## src/design/tsni_pkg.sv

```systemverilog
// Shared types and constants for the TLS server-name extractor.
package tsni_pkg;

    // Counter width for positions and lengths
    localparam int LEN_W = 16;
    // Width of an end-of-field sum (position + 1 + 16-bit length)
    localparam int SUM_W = ((LEN_W > 16) ? LEN_W : 16) + 1;

    // Header constants
    localparam logic [7:0]  REC_HANDSHAKE  = 8'h16;
    localparam logic [7:0]  HS_CLIENT_HELLO = 8'h01;
    localparam logic [LEN_W-1:0] MIN_HELLO = LEN_W'(43);
    localparam logic [15:0] EXT_SERVER_NAME = 16'h0000;
    localparam logic [7:0]  NAME_TYPE_HOST = 8'h00;

    // Parser phases, one-hot
    typedef enum logic [12:0] {
        PH_HDR      = 13'b0000000000001,
        PH_SID_LEN  = 13'b0000000000010,
        PH_SID_SKIP = 13'b0000000000100,
        PH_CS_LEN   = 13'b0000000001000,
        PH_CS_SKIP  = 13'b0000000010000,
        PH_CM_LEN   = 13'b0000000100000,
        PH_CM_SKIP  = 13'b0000001000000,
        PH_EXTS_LEN = 13'b0000010000000,
        PH_EXT_HDR  = 13'b0000100000000,
        PH_EXT_SKIP = 13'b0001000000000,
        PH_SNI_HDR  = 13'b0010000000000,
        PH_NAME     = 13'b0100000000000,
        PH_STOP     = 13'b1000000000000
    } phase_t;

    // One accepted payload byte
    typedef struct packed {
        logic [7:0]  data_byte;
        logic        first_byte;
        logic        last_byte;
        logic [15:0] payload_length;
    } item_t;

    // Result of one parser step
    typedef struct packed {
        logic       has_result;
        logic       name_valid;
        logic [7:0] name_byte;
        logic       name_last;
        logic       payload_done;
        logic       sni_found;
    } result_t;

endpackage

```

## src/design/tsni_parser.sv

```systemverilog
// ClientHello parser: holds the parse state and steps it once per payload byte.
module tsni_parser
    import tsni_pkg::*;
(
    input  logic    aclk,
    input  logic    aresetn,
    input  logic    step,     // consume item this cycle
    input  item_t   item,
    output result_t result
);

    phase_t           phase_reg, phase_next;
    logic [LEN_W-1:0] pos_reg, pos_next;
    logic [15:0]      acc_reg, acc_next;
    logic [LEN_W-1:0] skip_reg, skip_next;
    logic [LEN_W-1:0] ext_end_reg, ext_end_next;
    logic [LEN_W-1:0] total_reg, total_next;
    logic [LEN_W-1:0] nrem_reg, nrem_next;
    logic [15:0]      etype_reg, etype_next;
    logic             found_reg, found_next;

    logic [7:0]       d;
    logic [SUM_W-1:0] end_sum;

    assign d = item.data_byte;

    // Next state for one byte
    always_comb begin
        // first byte restarts from a clean state
        if (item.first_byte) begin
            phase_next   = PH_HDR;
            pos_next     = '0;
            acc_next     = '0;
            skip_next    = '0;
            ext_end_next = '0;
            total_next   = LEN_W'(item.payload_length);
            nrem_next    = '0;
            etype_next   = '0;
            found_next   = 1'b0;
        end else begin
            phase_next   = phase_reg;
            pos_next     = pos_reg;
            acc_next     = acc_reg;
            skip_next    = skip_reg;
            ext_end_next = ext_end_reg;
            total_next   = total_reg;
            nrem_next    = nrem_reg;
            etype_next   = etype_reg;
            found_next   = found_reg;
        end
        end_sum = '0;
        result  = '0;

        case (phase_next)
            PH_HDR: begin
                if (total_next < MIN_HELLO || pos_next >= total_next ||
                    (pos_next == LEN_W'(0) && d != REC_HANDSHAKE) ||
                    (pos_next == LEN_W'(5) && d != HS_CLIENT_HELLO)) begin
                    phase_next = PH_STOP;
                end else if (pos_next == MIN_HELLO - LEN_W'(1)) begin
                    phase_next = PH_SID_LEN;
                end
            end
            PH_SID_LEN, PH_CM_LEN: begin
                if (pos_next >= total_next) begin
                    phase_next = PH_STOP;
                end else begin
                    skip_next = LEN_W'(d);
                    acc_next  = '0;
                    if (phase_next == PH_SID_LEN) begin
                        phase_next = (d != 8'd0) ? PH_SID_SKIP : PH_CS_LEN;
                    end else begin
                        phase_next = (d != 8'd0) ? PH_CM_SKIP : PH_EXTS_LEN;
                    end
                end
            end
            PH_CS_LEN, PH_EXTS_LEN: begin
                if (pos_next >= total_next) begin
                    phase_next = PH_STOP;
                end else begin
                    acc_next  = {acc_next[7:0], d};
                    skip_next = skip_next + LEN_W'(1);
                    if (skip_next >= LEN_W'(2)) begin
                        if (phase_next == PH_CS_LEN) begin
                            skip_next  = LEN_W'(acc_next);
                            phase_next = (skip_next != '0) ? PH_CS_SKIP : PH_CM_LEN;
                            acc_next   = '0;
                        end else begin
                            end_sum = SUM_W'(pos_next) + SUM_W'(1) + SUM_W'(acc_next);
                            ext_end_next = (end_sum < SUM_W'(total_next)) ?
                                           LEN_W'(end_sum) : total_next;
                            skip_next  = '0;
                            acc_next   = '0;
                            phase_next = PH_EXT_HDR;
                        end
                    end
                end
            end
            PH_SID_SKIP, PH_CS_SKIP, PH_CM_SKIP, PH_EXT_SKIP: begin
                skip_next = skip_next - LEN_W'(1);
                if (skip_next == '0) begin
                    case (phase_next)
                        PH_SID_SKIP: phase_next = PH_CS_LEN;
                        PH_CS_SKIP:  phase_next = PH_CM_LEN;
                        PH_CM_SKIP:  phase_next = PH_EXTS_LEN;
                        default:     phase_next = PH_EXT_HDR;
                    endcase
                end
            end
            PH_EXT_HDR: begin
                if (pos_next >= ext_end_next) begin
                    phase_next = PH_STOP;
                end else begin
                    if (skip_next < LEN_W'(2)) begin
                        etype_next = {etype_next[7:0], d};
                    end else begin
                        acc_next = {acc_next[7:0], d};
                    end
                    skip_next = skip_next + LEN_W'(1);
                    if (skip_next >= LEN_W'(4)) begin
                        if (etype_next == EXT_SERVER_NAME) begin
                            skip_next  = '0;
                            acc_next   = '0;
                            phase_next = PH_SNI_HDR;
                        end else begin
                            skip_next  = LEN_W'(acc_next);
                            phase_next = (skip_next != '0) ? PH_EXT_SKIP : PH_EXT_HDR;
                            acc_next   = '0;
                        end
                    end
                end
            end
            PH_SNI_HDR: begin
                if (pos_next >= ext_end_next ||
                    (skip_next == LEN_W'(2) && d != NAME_TYPE_HOST)) begin
                    phase_next = PH_STOP;
                end else begin
                    if (skip_next >= LEN_W'(3)) begin
                        acc_next = {acc_next[7:0], d};
                    end
                    skip_next = skip_next + LEN_W'(1);
                    if (skip_next >= LEN_W'(5)) begin
                        end_sum = SUM_W'(pos_next) + SUM_W'(1) + SUM_W'(acc_next);
                        if (acc_next == 16'd0 || end_sum > SUM_W'(ext_end_next)) begin
                            phase_next = PH_STOP;
                        end else begin
                            nrem_next  = LEN_W'(acc_next);
                            skip_next  = '0;
                            phase_next = PH_NAME;
                        end
                    end
                end
            end
            PH_NAME: begin
                result.name_valid = 1'b1;
                result.name_byte  = d;
                nrem_next = nrem_next - LEN_W'(1);
                if (nrem_next == '0) begin
                    result.name_last = 1'b1;
                    found_next = 1'b1;
                    phase_next = PH_STOP;
                end
            end
            default: begin
                phase_next = PH_STOP;
            end
        endcase

        // saturating position
        if (pos_next != '1) begin
            pos_next = pos_next + LEN_W'(1);
        end

        // last byte closes the payload and clears everything
        if (item.last_byte) begin
            result.payload_done = 1'b1;
            result.sni_found    = found_next;
            phase_next   = PH_HDR;
            pos_next     = '0;
            acc_next     = '0;
            skip_next    = '0;
            ext_end_next = '0;
            total_next   = '0;
            nrem_next    = '0;
            etype_next   = '0;
            found_next   = 1'b0;
        end

        result.has_result = result.name_valid | result.payload_done;
    end

    // State registers
    always_ff @(posedge aclk) begin
        if (!aresetn) begin
            phase_reg   <= PH_HDR;
            pos_reg     <= '0;
            acc_reg     <= '0;
            skip_reg    <= '0;
            ext_end_reg <= '0;
            total_reg   <= '0;
            nrem_reg    <= '0;
            etype_reg   <= '0;
            found_reg   <= 1'b0;
        end else if (step) begin
            phase_reg   <= phase_next;
            pos_reg     <= pos_next;
            acc_reg     <= acc_next;
            skip_reg    <= skip_next;
            ext_end_reg <= ext_end_next;
            total_reg   <= total_next;
            nrem_reg    <= nrem_next;
            etype_reg   <= etype_next;
            found_reg   <= found_next;
        end
    end

endmodule

```

## src/design/tls_sni_hostname_extractor_top.sv

```systemverilog
// Top level of the TLS server-name extractor: input stage, parser, result stage.
//
//  channel | dir | tdata                         | tuser          | tlast
//  s_      | in  | data_byte, payload_length     | first_byte     | last_byte
//  m_      | out | name_byte                     | flags (below)  | payload_done
//
// One payload byte per cycle while the m_ side takes results; a byte is held in the input
// register, and its result passes through the parser logic into the result register.
// The parser state update is a single pass of compare/add logic per byte.
// aresetn is synchronous, active low; it clears the parse state and both stages.
// A stalled m_ side holds the result; bytes that make no result still drain.
module tls_sni_hostname_extractor_top
    import tsni_pkg::*;
(
    input  logic        aclk,
    input  logic        aresetn,
    input  logic        s_tvalid,
    output logic        s_tready,
    input  logic [23:0] s_tdata,   // [7:0] data_byte, [23:8] payload_length
    input  logic        s_tuser,   // [0] first_byte
    input  logic        s_tlast,   // last_byte
    output logic        m_tvalid,
    input  logic        m_tready,
    output logic [7:0]  m_tdata,   // [7:0] name_byte
    output logic [2:0]  m_tuser,   // [0] name_valid, [1] name_last, [2] sni_found
    output logic        m_tlast    // payload_done
);

    logic    in_valid_reg;
    item_t   in_item_reg;
    logic    out_valid_reg;
    result_t out_reg;
    result_t res;
    logic    advance;
    logic    s_fire;

    // Input stage moves on when the result slot is free or being taken, or no result is made
    assign advance  = in_valid_reg && (!out_valid_reg || m_tready || !res.has_result);
    assign s_tready = !in_valid_reg || advance;
    assign s_fire   = s_tvalid && s_tready;

    tsni_parser u_parser (
        .aclk    (aclk),
        .aresetn (aresetn),
        .step    (advance),
        .item    (in_item_reg),
        .result  (res)
    );

    // Input register
    always_ff @(posedge aclk) begin
        if (!aresetn) begin
            in_valid_reg <= 1'b0;
        end else if (s_tready) begin
            in_valid_reg <= s_tvalid;
        end
    end

    always_ff @(posedge aclk) begin
        if (s_fire) begin
            in_item_reg.data_byte      <= s_tdata[7:0];
            in_item_reg.payload_length <= s_tdata[23:8];
            in_item_reg.first_byte     <= s_tuser;
            in_item_reg.last_byte      <= s_tlast;
        end
    end

    // Result register
    always_ff @(posedge aclk) begin
        if (!aresetn) begin
            out_valid_reg <= 1'b0;
        end else if (advance && res.has_result) begin
            out_valid_reg <= 1'b1;
        end else if (m_tready) begin
            out_valid_reg <= 1'b0;
        end
    end

    always_ff @(posedge aclk) begin
        if (advance && res.has_result) begin
            out_reg <= res;
        end
    end

    assign m_tvalid = out_valid_reg;
    assign m_tdata  = out_reg.name_byte;
    assign m_tuser  = {out_reg.sni_found, out_reg.name_last, out_reg.name_valid};
    assign m_tlast  = out_reg.payload_done;

endmodule

```

## config.mk

```make
export PLATFORM = sky130hd
export DESIGN_NAME = tls_sni_hostname_extractor_top
export DESIGN_NICKNAME = d
export VERILOG_FILES = /design/src/design/tsni_pkg.sv /design/src/design/tsni_parser.sv /design/src/design/tls_sni_hostname_extractor_top.sv
export SDC_FILE = /design/constraint.sdc
export NUM_CORES = 1
export LEC_CHECK = 0
export BUFFER_PORTS_ARGS = -buffer_cell sky130_fd_sc_hd__clkbuf_2
export CAP_MARGIN = 5
export CORE_MARGIN = 10
export CORE_UTILIZATION = 40
export CTS_BUF_LIST = sky130_fd_sc_hd__clkbuf_2
export DETAILED_ROUTE_END_ITERATION = 8
export PLACE_DENSITY = 0.53
export SLEW_MARGIN = 20
export SYNTH_ARGS = -nofsm -noshare
export SYNTH_HDL_FRONTEND = slang
export SYNTH_SLANG_ARGS = --single-unit
```

## constraint.sdc

```tcl
create_clock -name aclk -period 10.9 [get_ports aclk]
set_clock_uncertainty 0.2 [all_clocks]
set_input_delay 0 -clock aclk [delete_from_list [all_inputs] [get_ports aclk]]
set_output_delay 0 -clock aclk [all_outputs]
set_load 0.005 [all_outputs]
```

# Yosys cells after proc, flatten, opt, wreduce, memory -nomap -nowiden
# Cells that the tools add are included.
dict set report classes {
  add_sub_neg 7
  n_lt_le_gt_ge 10
  n_eq_ne 18
  muxes 85
  n_bitwise 1
  reduce_logical 29
}
# operator n
set ops {}
lappend ops {{$mux 16} 50}
lappend ops {{$mux 13} 17}
lappend ops {{$pmux 13 s7} 1}
lappend ops {{$logic_not 16->1} 5}
lappend ops {{$pmux 16 s5} 1}
lappend ops {{$pmux 16 s4} 1}
lappend ops {{$add 17x16->17} 2}
lappend ops {{$add 16x1->16 const B} 2}
lappend ops {{$ge 16x16->1} 2}
lappend ops {{$ge 16x2->1 const B} 2}
lappend ops {{$ge 16x3->1 const B} 2}
lappend ops {{$pmux 16 s2} 1}
lappend ops {{$reduce_bool 16->1} 2}
lappend ops {{$sub 16x1->16 const B} 2}
lappend ops {{$pmux 9 s3} 1}
lappend ops {{$mux 10} 2}
lappend ops {{$add 16x1->17 const B} 1}
lappend ops {{$gt 17x16->1} 1}
lappend ops {{$lt 17x16->1} 1}
lappend ops {{$eq 16x2->1 const B} 1}
lappend ops {{$eq 16x3->1 const B} 1}
lappend ops {{$eq 16x6->1 const B} 1}
lappend ops {{$lt 16x2->1 const B} 1}
lappend ops {{$lt 16x6->1 const B} 1}
lappend ops {{other kinds (28)} 49}
dict set report word_totals {
  register_bits 166
  input_bits 30
  out_inout_bits 14
  word_cells 170
}

# Longest topological paths before layout
# Gate-level depths: netlist (run 1).
dict set report depth {
  depth_word 14
  depth_mapped 40
}

# By module
# A second synthesis (run 1) with hierarchy kept.
dict set report hier_totals {
  cells_unflattened 1897
  area_unflattened_um2 14476.4
}
# mod instances cells_per_inst area_each_um2
set modules_own_cells {}
lappend modules_own_cells {tsni_parser 1 1847 13217.7}
lappend modules_own_cells {tls_sni_hostname_extractor_top 1 50 1258.7}

# Worst setup path before layout (run 1)
# No wires, ideal clock.
dict set report synth_timing {
  kind {register -> register}
  from {reg in_item_reg[17] (netlist bit)}
  to {reg u_parser.nrem_reg[12]}
  setup_ps 126
  t_arrival_ps 7396
  required_time_ps 10574
  slack_ps 3178
  stages_incl_launch_ff 39
  n_path_buf 11
  period_less_slack_ps 7722
  path_cell_list {edfxtp_1 buf_2 buf_2 buf_2 buf_2 buf_2 buf_2 buf_1 buf_2 nor2_1 ha_1 clkbuf_1 or2_1 buf_2 clkbuf_1 o21ai_0 ha_1 a21oi_1 [... 3 more ...] a21oi_1 o21bai_1 a221o_1 a31oi_1 o21bai_1 xor2_1 ha_1 nand2_1 nor2_1 nand3_1 nor3_1 a221oi_1 a211oi_2 nand3_1 mux2i_1 mux2_2 a221oi_1 nor3b_1}
}
dict set report synth_via {
  elab_chain_len 13
  elab_cells_between_ends 34
}
# item line
set synth_rtl {}
lappend synth_rtl {{from (decl)} tls_sni_hostname_extractor_top.sv:30} ;# item_t in_item_reg;
lappend synth_rtl {{$mux 16} tsni_parser.sv:30} ;# if (item.first_byte) begin
lappend synth_rtl {{$ge 16x2->1} tsni_parser.sv:138} ;# if (skip_next >= LEN_W'(3)) begin
lappend synth_rtl {{$mux 16} tsni_parser.sv:138}
lappend synth_rtl {{$mux 16} tsni_parser.sv:134} ;# if (pos_next >= ext_end_next ||
lappend synth_rtl {{$mux 16} tsni_parser.sv:54} ;# case (phase_next)
lappend synth_rtl {{$add 17x16->17} tsni_parser.sv:143} ;# end_sum = SUM_W'(pos_next) + SUM_W'(1) + SUM_W'(acc_next);
lappend synth_rtl {{$gt 17x16->1} tsni_parser.sv:144} ;# if (acc_next == 16'd0 || end_sum > SUM_W'(ext_end_next)) begin
lappend synth_rtl {{$logic_or 1x1->1} tsni_parser.sv:144}
lappend synth_rtl {{$mux 16} tsni_parser.sv:144}
lappend synth_rtl {{$mux 16} tsni_parser.sv:142} ;# if (skip_next >= LEN_W'(5)) begin
lappend synth_rtl {{$mux 16} tsni_parser.sv:134}
lappend synth_rtl {{$pmux 16 s2} tsni_parser.sv:54}
lappend synth_rtl {{$mux 16} tsni_parser.sv:175} ;# if (item.last_byte) begin
lappend synth_rtl {{to (signal assigned)} tsni_parser.sv:211} ;# nrem_reg <= nrem_next;
lappend synth_rtl {{to (decl)} tsni_parser.sv:18} ;# logic [LEN_W-1:0] nrem_reg, nrem_next;
# Several ways; a longest one is shown, not always the timed one. The select of a mux whose other input is x is not followed.
# A chain may end at the register's enable or synchronous reset.

# Worst setup path in the final report (run 1)
dict set report layout_timing {
  from {reg in_item_reg[17] (netlist bit)}
  to {reg u_parser.skip_reg[14]}
}
dict set report layout_via {
  elab_chain_len 13
  elab_cells_between_ends 65
}
# item line
set layout_rtl {}
lappend layout_rtl {{$mux 16} tsni_parser.sv:30}
lappend layout_rtl {{$ge 16x2->1} tsni_parser.sv:138}
lappend layout_rtl {{$mux 16} tsni_parser.sv:138}
lappend layout_rtl {{$mux 16} tsni_parser.sv:134}
lappend layout_rtl {{$mux 16} tsni_parser.sv:54}
lappend layout_rtl {{$add 17x16->17} tsni_parser.sv:143}
lappend layout_rtl {{$gt 17x16->1} tsni_parser.sv:144}
lappend layout_rtl {{$logic_or 1x1->1} tsni_parser.sv:144}
lappend layout_rtl {{$mux 16} tsni_parser.sv:144}
lappend layout_rtl {{$mux 16} tsni_parser.sv:142}
lappend layout_rtl {{$mux 16} tsni_parser.sv:134}
lappend layout_rtl {{$pmux 16 s5} tsni_parser.sv:54}
lappend layout_rtl {{$mux 16} tsni_parser.sv:175}
lappend layout_rtl {{to (signal assigned)} tsni_parser.sv:208} ;# skip_reg <= skip_next;
lappend layout_rtl {{to (decl)} tsni_parser.sv:15} ;# logic [LEN_W-1:0] skip_reg, skip_next;
# Several ways; a longest one is shown, not always the timed one. The select of a mux whose other input is x is not followed.

==> impl_metrics.json, run 1 <==
{
  "synth.avg_cell_area_sq_um": 7.68,
  "nNetsFinal": 2037,
  "ys_ff_latch": 166,
  "cp-start-kind": "flip-flop",
  "status": "finished, final reports clean",
  "clk_path_buf_depth": 2,
  "stdcell_count": 2374,
  "hold_path_class": "in2reg",
  "dpl.cell_count": 2281,
  "grt_pass1_vias": 13700,
  "grt_antenna_before_repair": 1,
  "cts.clk_slew.worst_paths_ns": 0.31,
  "cpMaxStageDelayCell": "nor2_1",
  "setup_viol": 0,
  "pre_cts_ws_ns": 2.84,
  "antenna_left": 0,
  "insertion_delay_ns": 0.91,
  "vias": 14800,
  "synth_fp_nets": 1995,
  "leakage_nw": 6.24,
  "area_delta_synth_final_pct": 10.4,
  "cp_max_fo": 118,
  "drive_gt1_frac": 0.0774,
  "remaining_drc_errors": 0,
  "fin_setup_tns_ns": 0,
  "reg2reg_depth": 28,
  "routedWlPerCell_um": 23.7,
  "numCtsBuffers": 17,
  "netSwitchingPower_w": 0.000370,
  "synth_edf_count": 38,
  "tightest_slew_ns": 0.957,
  "initial_core_util": 0.403,
  "cts_root_buf": "clkbuf_2",
  "grt_pass1_wl_mm": 85.0,
  "ir_drop_mv": 0.112,
  "path_buf_inv": 1,
  "synth_largest_area_cell": "dfxtp_1",
  "core_region_area_sq_mm": 0.0354,
  "endpoint_kind": "flip-flop",
  "grt_max_degree": 119,
  "syn-instance-count": 1857,
  "cts_tree": "yes",
  "yosysTopAreaCellShare": 0.180,
  "cellPowerDensity_mw_per_mm2": 73.8,
  "worst_r2r_startpoint": "in_item_reg[17]",
  "seq_power_share": 0.558,
  "rrSetupSlack_ns": 2.45,
  "crit_required_ns": 11.54,
  "synth_cell_types": 93,
  "internal_power_w": 0.000791,
  "die_area_sq_mm": 0.0436,
  "hpwl_mm": 40.5,
  "fillers": 3581,
  "htreeDepth": 4,
  "drtPass1Iterations": 6,
  "max_cap_viol_count": 0,
  "synth_flop_cell": "dfxtp_1",
  "grt_usage": 0.248,
  "clkSinkCount": 166,
  "slew_headroom": 0.357,
  "path_depth": 28,
  "place_congestion": 0.964,
  "switching_share": 0.319,
  "max_stage_delay_ns": 0.72,
  "syn_area_sq_mm": 0.0143,
  "cp_top_family": "compound AO/OA/AOI/OAI gates",
  "final-hold-violation-count": 0,
  "rows": 69,
  "period_minus_slack_ns": 8.45,
  "slew_viol_final": 0,
  "comb_power_share": 0.134,
  "crit_start": "in_item_reg[17]",
  "io_pins": 44,
  "finalCritPeriodShare": 0.775,
  "fmax_mhz": 118,
  "via_per_inst": 6.22,
  "pwr-share-clk": 0.308,
  "yosysSeqAreaShare": 0.260,
  "critPathKind": "reg2reg",
  "grt.overflow.total": 0,
  "fin_ws_ns": 2.45,
  "synth_async_sr_flop_share": 0,
  "rsz0062_at_grt": "false",
  "die_w_um": 209,
  "holdPathStages": 3,
  "die_y_um": 209,
  "reg2reg_to": "u_parser.skip_reg[14]",
  "first_iter_violations": 1756,
  "ys_top_cells_by_area": "dfxtp_1, ha_1, edfxtp_1",
  "port_buffers": 43,
  "drt_wl_total_mm": 56.1,
  "ys_warn_count": 0,
  "crit_path_end": "u_parser.skip_reg[14]",
  "largest_register_ffs": 26,
  "worstPathArrival_ns": 9.08
}
## cell usage after synthesis, drive strengths merged (38+ instances only)
master / number
clkbuf: 86
nand2: 206
o21ai: 135
a21oi: 141
ha: 106
nand3: 51
inv: 76
dfxtp: 128
nor2: 117
xnor2: 50
edfxtp: 38
nor2b: 74
nor3: 69
## cell type report
class	instances	area [sq um]	share of cell area
multi-input cells	1499	9850	0.626
flip-flops and latches	166	3700	0.235
repair buffers	137	1080	0.0688
well taps	461	577	0.0366
inverters	78	293	0.0186
clock inverters	13	141	0.00898
clock buffers	19	95.1	0.00604
diodes	1	2.50	0.000159
## power by group through the flow
| stage | Clock [W] | Sequential, W | Combinational (W) |
|---|---|---|---|
| finish | 0.000357 | 0.000648 | 0.000156 |
| global route | 0.000390 | 0.000650 | 0.000168 |
| CTS | 0.000371 | 0.000648 | 0.000151 |
| detailed placement | 0 | 0.000660 | 0.000135 |
| global placement | 0 | 0.000660 | 0.000134 |
| floorplan | 0 | 0.000657 | 0.0000842 |
## layout by cell type (no fill, tap or decap), types with 50 or more instances in the layout
| master | netlist | layout |
|---|---|---|
| nand2_1 | 206 | 206 |
| a21oi_1 | 139 | 139 |
| dfxtp_1 | 128 | 128 |
| nor2_1 | 117 | 116 |
| o21ai_0 | 117 | 115 |
| ha_1 | 106 | 106 |
| inv_1 | 75 | 75 |
| nor2b_1 | 74 | 73 |
| nor3_1 | 66 | 65 |
| clkbuf_2 | 1 | 62 |
| dlygate4sd3_1 | 0 | 60 |
| nand3_1 | 51 | 51 |
| xnor2_1 | 50 | 50 |
## logic make-up (layout without fill, tap and decap cells)
| family | count (synthesis) | in the layout | synth area share |
|---|---|---|---|
| adders and majority gates | 108 | 108 | 0.0958 |
| xor gates and xnor gates | 72 | 72 | 0.0442 |
| and+or+nand+nor | 713 | 713 | 0.257 |
| muxes | 44 | 44 | 0.0315 |
| other | 0 | 1 | 0 |
| DFF | 166 | 166 | 0.260 |
| buffers and inverters | 192 | 247 | 0.0529 |
| AOI/OAI and AO/OA | 562 | 562 | 0.259 |
## per-layer routing
metal / track usage / vias to the layer above / wire length (um)
met3: 0.0522 / 109 / 5260
met4: 0.0933 / 0 / 1780
li1: - / 6989 / -
met5: 0 / - / 0
met1: 0.348 / 6943 / 25500
met2: 0.361 / 724 / 23600
## how the worst min path moves through the flow
stage,from,to,slack (ns)
global placement,s_tdata[21],in_item_reg[13],-0.02
floorplan,s_tdata[8],in_item_reg[0],-0.10
CTS,s_tdata[19],in_item_reg[11],0.02
detailed placement,s_tdata[3],in_item_reg[21],-0.02
global route,s_tdata[18],in_item_reg[10],0.04
finish,s_tdata[23],in_item_reg[15],0.11
## repair_timing
item / in CTS / in global routing
setup buffers: 0 / 0
gates resized for setup: 0 / 0
hold buffers: 60 / 0
endpoints found under the hold margin: 180 / 0
## per-stage QoR
step	total power [W]	hold WS, ns	cell area [sq um]	utilization
floorplan	0.000741	-0.101	14300	-
global placement	0.000793	-0.0232	14900	0.421
detailed placement	0.000794	-0.0213	14900	0.421
CTS	0.00117	0.0155	15700	0.444
global route	0.00121	0.0407	15700	0.445
finish	0.00116	0.110	15700	0.445
## tightest hold or removal path: stages
cell and delay [ns]:
dlygate4sd3_1 0.52, clkbuf_2 0.09, dlygate4sd3_1 0.53
No activity file was read; power rests on OpenSTA's default activity.
==> run 2: changes to the inputs <==
- clock period: 10.9 -> 8.2 ns (I/O delays scaled with it)
==> impl_metrics.json, run 2 (same netlist as run 1, synthesis figures left out) <==
{
  "grt_max_degree": 58,
  "worstPathArrival_ns": 8.22,
  "cp-start-kind": "flip-flop",
  "numCtsBuffers": 17,
  "grt_pass1_vias": 13900,
  "hpwl_mm": 42.0,
  "fmax_mhz": 131,
  "largest_register_ffs": 26,
  "final_cell_area_sq_mm": 0.0158,
  "drt_wl_total_mm": 57.3,
  "leakage_nw": 6.31,
  "slew_headroom": 0.226,
  "cts.clk_slew.worst_paths_ns": 0.28,
  "cp_max_fo": 12,
  "regArea_sq_mm": 0.00370,
  "die_y_um": 209,
  "grt.overflow.total": 0,
  "max_cap_viol_count": 0,
  "wl_met1_mm": 26.2,
  "period_minus_slack_ns": 7.61,
  "antenna_left": 0,
  "nNetsFinal": 2054,
  "vias": 15000,
  "setup_viol": 0,
  "area_delta_synth_final_pct": 11.1,
  "fillers": 3637,
  "initial_core_util": 0.403,
  "clkSinkCount": 166,
  "final_util": 0.448,
  "port_buffers": 43,
  "final-hold-violation-count": 0,
  "multiInputGateArea_sq_mm": 0.00986,
  "remaining_drc_errors": 0,
  "insertion_delay_ns": 0.91,
  "grt_pass1_wl_mm": 87.1,
  "max_stage_delay_ns": 0.51,
  "status": "finished, final reports clean",
  "cts_root_buf": "clkbuf_2",
  "met2_length_mm": 24.2,
  "cpMaxStageDelayCell": "dfxtp_1",
  "place_congestion": 0.990,
  "dpl.cell_count": 2299,
  "htreeDepth": 4,
  "endpoint_kind": "flip-flop",
  "met3_length_mm": 5.39,
  "slew_viol_final": 0,
  "via_per_inst": 6.26,
  "grt_usage": 0.253,
  "io_pins": 44,
  "cellPowerDensity_mw_per_mm2": 97.2,
  "stdcell_count": 2392,
  "crit_required_ns": 8.80,
  "die_area_sq_mm": 0.0436,
  "drtPass1Iterations": 7,
  "ir_drop_mv": 0.0860,
  "hold_path_class": "in2reg",
  "fin_setup_tns_ns": 0,
  "layout_commonest_cell": "nand2_1",
  "core_region_area_sq_mm": 0.0354,
  "critPathKind": "reg2reg",
  "place_area_sq_mm": 0.0150,
  "rsz0062_at_grt": "false",
  "die_w_um": 209,
  "highest_layer": "met4",
  "final_cell_mix": "nand2_1, a21oi_1, dfxtp_1, nor2_1, o21ai_0",
  "tightest_slew_ns": 1.13,
  "rows": 69,
  "grt_antenna_before_repair": 1,
  "finalPower_w": 0.00154,
  "post_cts_buffers": 0,
  "finalCritPeriodShare": 0.929,
  "clk_path_buf_depth": 2,
  "first_iter_violations": 1678,
  "routedWlPerCell_um": 24.0,
  "drive_gt1_frac": 0.0855,
  "cts_tree": "yes"
}
==> run 2: changes by cell type in the layout (fill, tap and decap cells not counted), moves of 2 or more <==
cell,previous run,this run
clkinv_4,1,3
buf_4,33,52
clkinv_1,1,3
inv_8,3,1
==> run 2: final timing paths <==
kind                            slack, ns                       to  cells past startpoint                     from
worst max-delay path                 0.59    u_parser.nrem_reg[10]                     29     u_parser.skip_reg[4]
worst max register to register       0.59    u_parser.nrem_reg[10]                     29     u_parser.skip_reg[4]
worst min-delay path                 0.11          in_item_reg[17]                      4                 s_tvalid
worst min register to register       0.28  u_parser.ext_end_reg[1]                      2  u_parser.ext_end_reg[1]
==> run 2: final cells by class <==
cell class,instances,share of cell area
tap,461,0.0364
antenna,2,0.000316
multi-input combinational,1499,0.622
sequential,166,0.234
timing repair buffer,154,0.0755
clock buffer,19,0.00600
clock inverter,13,0.00774
inverter,78,0.0185
==> run 2: routing by layer <==
| layer | global-route usage | up-vias |
|---|---|---|
| met5 | 0 | - |
| met4 | 0.0814 | 0 |
| met3 | 0.0526 | 92 |
| met2 | 0.369 | 731 |
| met1 | 0.362 | 7146 |
| li1 | - | 7002 |
==> run 2: worst max-delay path: cells and delay by family (launching register included) <==
family / cells / cell delay, ns
adder cells (fa/ha/maj): 2 / 0.59
AO/OA/AOI/OAI: 16 / 3.51
AND/OR/NAND/NOR: 8 / 1.80
flip-flops: 1 / 0.51
multiplexers: 1 / 0.48
buffers and inverters: 1 / 0.28
XOR/XNOR: 1 / 0.15
==> run 2: repair_timing <==
action	4_1_cts	5_1_grt
gates resized for setup	0	1
setup endpoints to repair	0	8
hold buffers	59	0
endpoints found under the hold margin	129	0
==> run 2: stage by stage <==
stage	hold slack (ns)	worst slack, ns
2_1_floorplan	-0.101	0.478
3_3_place_gp	-0.0237	0.817
3_5_place_dp	-0.0213	0.629
4_1_cts	0.0367	0.555
5_1_grt	0.110	0.0574
6_report	0.111	0.586
==> run 2: power breakdown <==
part	internal, W	switching (W)
Combinational	0.0000751	0.000132
Sequential	0.000852	0.0000103
Clock	0.000118	0.000353
Total	0.00105	0.000495
